--- config.mk ---
export PLATFORM = sky130hd
export DESIGN_NAME = sqt_scale
export DESIGN_NICKNAME = d
export VERILOG_FILES = /design/src/hw/rtl/sqt_pkg.sv /design/src/hw/rtl/sqt_scale.sv
export SDC_FILE = /design/constraint.sdc
export NUM_CORES = 2
export LEC_CHECK = 0
export ABC_AREA = 1
export BUFFER_PORTS_ARGS = -buffer_cell sky130_fd_sc_hd__buf_2
export CAP_MARGIN = 30
export CORE_MARGIN = 2
export CORE_UTILIZATION = 53
export CTS_CLUSTER_SIZE = 12
export DETAILED_ROUTE_END_ITERATION = 16
export MAX_ROUTING_LAYER = met4
export PLACE_DENSITY = 0.73
export REMOVE_ABC_BUFFERS = 1
export SKIP_CTS_REPAIR_TIMING = 1
export SLEW_MARGIN = 10
export SYNTH_ARGS = -nofsm -noshare
export SYNTH_HDL_FRONTEND = slang
export SYNTH_SLANG_ARGS = --single-unit
--- constraint.sdc ---
create_clock -name clk -period 12.2 [get_ports clk]
set_clock_uncertainty 0.15 [all_clocks]
set_input_delay 2.44 -clock clk [delete_from_list [all_inputs] [get_ports clk]]
set_output_delay 2.44 -clock clk [all_outputs]
set_load 0.1 [all_outputs]
--- src/hw/rtl/sqt_pkg.sv ---
// Shared constants, types and helper functions for the sprite quad transform.
package sqt_pkg;

  localparam int TRIG_FRAC_BITS_DEF = 14;
  localparam int SUBPIXEL_BITS_DEF  = 4;

  localparam int DIM_W   = 12;
  localparam int COORD_W = 20;
  localparam int SCALE_W = 16;
  localparam int ANGLE_W = 16;
  localparam int OUT_W   = 24;

  localparam int CORDIC_STEPS    = 30;
  localparam int STEPS_PER_STG   = 2;
  localparam int CORDIC_ITER_STG = CORDIC_STEPS / STEPS_PER_STG;
  localparam int CORDIC_LAT      = CORDIC_ITER_STG + 1;
  localparam int SCALE_LAT       = 2;
  localparam int ROT_LAT         = 3;

  localparam int X_W = 34;
  localparam int Z_W = 33;

  localparam logic signed [X_W-1:0] CORDIC_GAIN = 34'sd652032874;

  localparam logic [29:0] ATAN_TAB [CORDIC_STEPS] = '{
    30'd536870912, 30'd316933406, 30'd167458908, 30'd85004756, 30'd42667331,
    30'd21354465,  30'd10679838,  30'd5340245,   30'd2670163,  30'd1335087,
    30'd667544,    30'd333772,    30'd166886,    30'd83443,    30'd41722,
    30'd20861,     30'd10430,     30'd5215,      30'd2608,     30'd1304,
    30'd652,       30'd326,       30'd163,       30'd81,       30'd41,
    30'd20,        30'd10,        30'd5,         30'd3,        30'd1
  };

  localparam logic [OUT_W-1:0] OUT_MAX = 24'h7FFFFF;
  localparam logic [OUT_W-1:0] OUT_MIN = 24'h800000;

  typedef enum logic [1:0] {
    QUAD_0   = 2'd0,
    QUAD_90  = 2'd1,
    QUAD_180 = 2'd2,
    QUAD_270 = 2'd3
  } quad_t;

  // Width of a local corner minus the origin, in subpixels.
  function automatic int diff_width(input int sp);
    int lw;
    lw = DIM_W + 1 + sp;
    return ((lw > COORD_W) ? lw : COORD_W) + 1;
  endfunction

endpackage

--- src/hw/rtl/sqt_scale.sv ---
// Two-stage front end that offsets the local corners by the origin and applies the scale.
module sqt_scale import sqt_pkg::*; #(
  parameter int SUBPIXEL_BITS = SUBPIXEL_BITS_DEF
) (
  input  logic                                                   clk,
  input  logic [DIM_W-1:0]                                       width,
  input  logic [DIM_W-1:0]                                       height,
  input  logic signed [COORD_W-1:0]                              origin_x,
  input  logic signed [COORD_W-1:0]                              origin_y,
  input  logic signed [SCALE_W-1:0]                              scale_x,
  input  logic signed [SCALE_W-1:0]                              scale_y,
  output logic signed [diff_width(SUBPIXEL_BITS)+SCALE_W-1:0]    mx0,
  output logic signed [diff_width(SUBPIXEL_BITS)+SCALE_W-1:0]    mx1,
  output logic signed [diff_width(SUBPIXEL_BITS)+SCALE_W-1:0]    my0,
  output logic signed [diff_width(SUBPIXEL_BITS)+SCALE_W-1:0]    my1
);

  localparam int DIFF_W = diff_width(SUBPIXEL_BITS);
  localparam int MX_W   = DIFF_W + SCALE_W;

  logic signed [DIFF_W-1:0]  lx, ly, ox, oy;
  logic signed [DIFF_W-1:0]  dx0_r, dx1_r, dy0_r, dy1_r;
  logic signed [SCALE_W-1:0] sx_r, sy_r;
  logic signed [MX_W-1:0]    mx0_r, mx1_r, my0_r, my1_r;

  assign lx = $signed(DIFF_W'(width) << SUBPIXEL_BITS);
  assign ly = $signed(DIFF_W'(height) << SUBPIXEL_BITS);
  assign ox = DIFF_W'(origin_x);
  assign oy = DIFF_W'(origin_y);

  always_ff @(posedge clk) begin
    dx0_r <= -ox;
    dx1_r <= lx - ox;
    dy0_r <= -oy;
    dy1_r <= ly - oy;
    sx_r  <= scale_x;
    sy_r  <= scale_y;
  end

  always_ff @(posedge clk) begin
    mx0_r <= dx0_r * sx_r;
    mx1_r <= dx1_r * sx_r;
    my0_r <= dy0_r * sy_r;
    my1_r <= dy1_r * sy_r;
  end

  assign mx0 = mx0_r;
  assign mx1 = mx1_r;
  assign my0 = my0_r;
  assign my1 = my1_r;

endmodule

* After elaboration in Yosys (flattened, before gate mapping)
Index checks and enable logic that the tools add are counted.
Cells by class: $mul 4, add/sub/neg operators 4
Operators with widths (number):
- multiplier 21 x 16 -> 37 bit | 4
- negation 20 -> 21 bit | 2
- subtractor 17 x 20 -> 21 bit | 2
Storage, ports and cells: bits of input ports 97, register bits 264

* Logic depth before layout (Yosys ltp)
depth after elaboration 1, gate-level depth with buffers 29, depth with buffers taken out 27

* Worst setup path before layout
No wires, ideal clock.
kind register to register, start point register sy_r[2], end point register my1_r[36] (netlist: my1[36]), arrival time 5.640 ns, library setup time 0.113 ns, clock period less this slack 5.903 ns, buffers on the path 2, stages on the path, launching flop included 21, setup slack 6.297 ns, path through dfxtp_1 clkbuf_1 clkbuf_1 nand2_1 fa_1 inv_1 fa_1 inv_1 fa_1 fa_1 fa_1 fa_1 inv_1 ha_1 nand2_1 nor2_1 nand2_1 nor2_1 nand3_1 nand3_1 nand2_1
Between the ends: cells in the longest elaborated chain, start to end 1
RTL lines:
- start, declared | RTL line sqt_scale.sv:23 | logic signed [SCALE_W-1:0] sx_r, sy_r;
- start signal, assigned | RTL line sqt_scale.sv:37 | sy_r <= scale_y;
- multiplier 21 x 16 -> 37 bit | RTL line sqt_scale.sv:44 | my1_r <= dy1_r * sy_r;
- end signal, assigned | RTL line sqt_scale.sv:44
- end, declared | RTL line sqt_scale.sv:24 | logic signed [MX_W-1:0] mx0_r, mx1_r, my0_r, my1_r;
No other way between the ends.

* Final worst setup path
start point register sy_r[2], end point register my1_r[34] (netlist: my1[34])
Same word-level chain as after synthesis.

==> results_dict.tcl <==
set metrics [dict create \
    status "finished clean" \
    route.detailed.wl_per_inst_um 17.3 \
    critPathLaunch "sy_r[2]" \
    syn_avg_cell_area_um2 7.82 \
    syn-cell-area_um2 58500 \
    critical_path_required_ps 12530 \
    worstHoldPathType "reg -> reg" \
    area_delta_synth_final_pct 6.19 \
    antenna_found_initial 7 \
    synthArstFlopShare_pct 0 \
    globalRoute.totalOverflow 0 \
    cts_max_path_buffers 3 \
    cap_viol_max_count 0 \
    finalSetupViolations 0 \
    synth_top_family_by_area "adder cells" \
    mostFrequentLayoutCells "inv_1 (2,243), nand2_1 (1,937), fa_1 (1,304)" \
    place.port_buffers 244 \
    die_h_um 336 \
    fp-row-count 121 \
    yosys_register_bits 248 \
    final.setup.tns_ps 0 \
    cp-start-kind "register" \
    grt_pass1_wl_mm 255 \
    htree_levels 2 \
    die_width_um 336 \
    path_max_fanout 38 \
    ys_seq_area_share_pct 8.49 \
    drt-total-wl_mm 156 \
    place.gp.congestion 1.02 \
    vias 46100 \
    fin_util_pct 56.9 \
    r2r_setup_slack_ps 5790 \
    max_slew_margin_pct 35.9 \
    first_pass_iters 6 \
    cts_tree "yes" \
    core-area_um2 109000 \
    yosys.area_share.simple_pct 17.5 \
    dieArea_um2 113000 \
    clk_latency_ps 640 \
    worstSetupPathType "reg -> reg" \
    clk_pin_slew_ps 60 \
    dpl.hpwl_mm 131 \
    multi_input_area_um2 44000 \
    io_pins 245 \
    synth.area.mux_share_pct 0 \
    drc_errors 0 \
    period_needed_ps 6410 \
    period_share_pct 52.5 \
    drive_gt1_share_pct 5.20 \
    nFillCells 9936 \
    cp_data_arrival_time_ps 6740 \
    timing.fmax_mhz 156 \
    register_area_um2 4970 \
    grt_util_all_layers_pct 29.7 \
    hold_violations 0 \
    rsz0062_at_grt "false" \
    drt_iter0_markers 3232 \
    synth_cell_types 42 \
    synth_compound_area_share_pct 2.95 \
    synth_adder_area_share_pct 52.5 \
    grt_max_degree 41 \
    critPathCaptureType "register" \
    synth_xor_area_share_pct 2.38 \
    layout.cells.most_common "inv_1" \
    crit_end "my1[34]" \
    worstMarginPinSlew_ps 961 \
    syn_inst 7476 \
    cts_root_buf "clkbuf_16" \
    numCtsBuffers 36 \
    ff2ff_path_depth 20 \
    drv_slew 0 \
    start_util_pct 53.5 \
    synth_top_flop_cell "dfxtp_1" \
    synth-edff-count 0 \
    r2r_end "my1[34]" \
    nets 9293 \
    r2r_start "sy_r[2]" \
    antenna_left 0 \
    clock-sinks 248 \
    first_global_vias 49000 \
    vias_per_cell 5.10 \
    yosys_warnings 0 \
]
## synthesized netlist by cell type, types with 3 or more instances
library cell	instances	share of area, %
or2_2	23	0.25
nor2_1	324	2.1
nor2_4	3	0.058
a21o_1	14	0.18
ha_1	364	7.8
a211oi_1	3	0.039
and3_1	5	0.054
nand2_1	1937	12
nand4_1	30	0.32
o21a_1	8	0.10
a31oi_1	3	0.032
nor3_1	31	0.27
nand3b_1	9	0.12
nand2b_1	3	0.032
o21ai_0	89	0.76
nand3_1	178	1.5
nand3_2	4	0.069
xnor2_1	27	0.40
xor2_1	132	2.0
o21bai_1	22	0.28
buf_4	8	0.10
nor4_1	11	0.12
inv_1	2243	14
nor2_2	5	0.054
clkbuf_1	223	1.4
buf_1	36	0.23
a21oi_1	168	1.4
fa_1	1304	45
dfxtp_1	248	8.5
nand2_2	5	0.054
## logic make-up (layout without fill, tap and decap cells)
group | count (synthesis) | count (layout)
flops | 248 | 248
fa+ha+maj | 1668 | 1668
buf+inv | 2512 | 2591
xor+xnor | 159 | 159
simple gates | 2573 | 2573
compound gates | 316 | 316
other cells | 0 | 7
## per-layer routing
layer | global-route usage, % | wire length [um] | vias up
li1 | - | - | 21200
met1 | 37.1 | 63000 | 22800
met2 | 48.6 | 74700 | 1760
met3 | 4.08 | 11000 | 386
met4 | 12.9 | 7780 | 0
met5 | - | 0 | -
## worst min-delay path by stage
| stage | depth (start not counted) | slack [ps] | from | to |
|---|---|---|---|---|
| after global placement | 2 | 470 | dy1_r[0] | my0[0] |
| after floorplan | 2 | 440 | dx1_r[0] | mx1[0] |
| after global routing | 2 | 480 | dy1_r[0] | my0[0] |
| after CTS | 2 | 460 | dy1_r[0] | my0[0] |
| after detailed placement | 2 | 450 | dy1_r[0] | my0[0] |
| final | 2 | 450 | dy1_r[0] | my0[0] |
## flip-flops by register name (all words and copies together) (netlist names)
signal	flops
my1	33
dy1_r	21
mx0	33
sy_r	16
sx_r	16
dy0_r	17
mx1	37
dx1_r	21
my0	37
dx0_r	17
## worst max-delay path: stages, from the launching register on
cell     delay, ps
dfxtp_1        300
buf_4          390
nand2_1        210
fa_1           710
inv_1          130
fa_1           790
inv_1          160
fa_1           510
fa_1           570
fa_1           430
fa_1           490
inv_1           40
ha_1           360
a21oi_1        220
nor2_1          60
nor2_1         110
o21ai_0         90
a21oi_1        260
nand2_1         90
nand2_1         70
nand2_1         80
## layout make-up
class / instances / area share, %
Clock buffer: 41 / 1.51
Clock inverter: 24 / 0.548
Tap cell: 1476 / 2.98
Inverter: 2244 / 13.6
Timing Repair Buffer: 282 / 2.43
Antenna cell: 7 / 0.0282
Multi-Input combinational cell: 4716 / 70.9
Sequential cell: 248 / 8.00
## metrics by stage
step / std cells / worst slack (ps) / area, um^2 / hold slack (ps)
floorplan: 7208 / 6170 / 57400 / 435
global placement: 8966 / 5820 / 60800 / 468
detailed placement: 8966 / 5770 / 60800 / 449
CTS: 9031 / 5760 / 62100 / 464
global route: 9034 / 5410 / 62100 / 480
finish: 9038 / 5790 / 62100 / 454
Power is left out: the tool's default activity adds up to more than one toggle a clock period on the data nets, which glitch-free logic cannot reach.
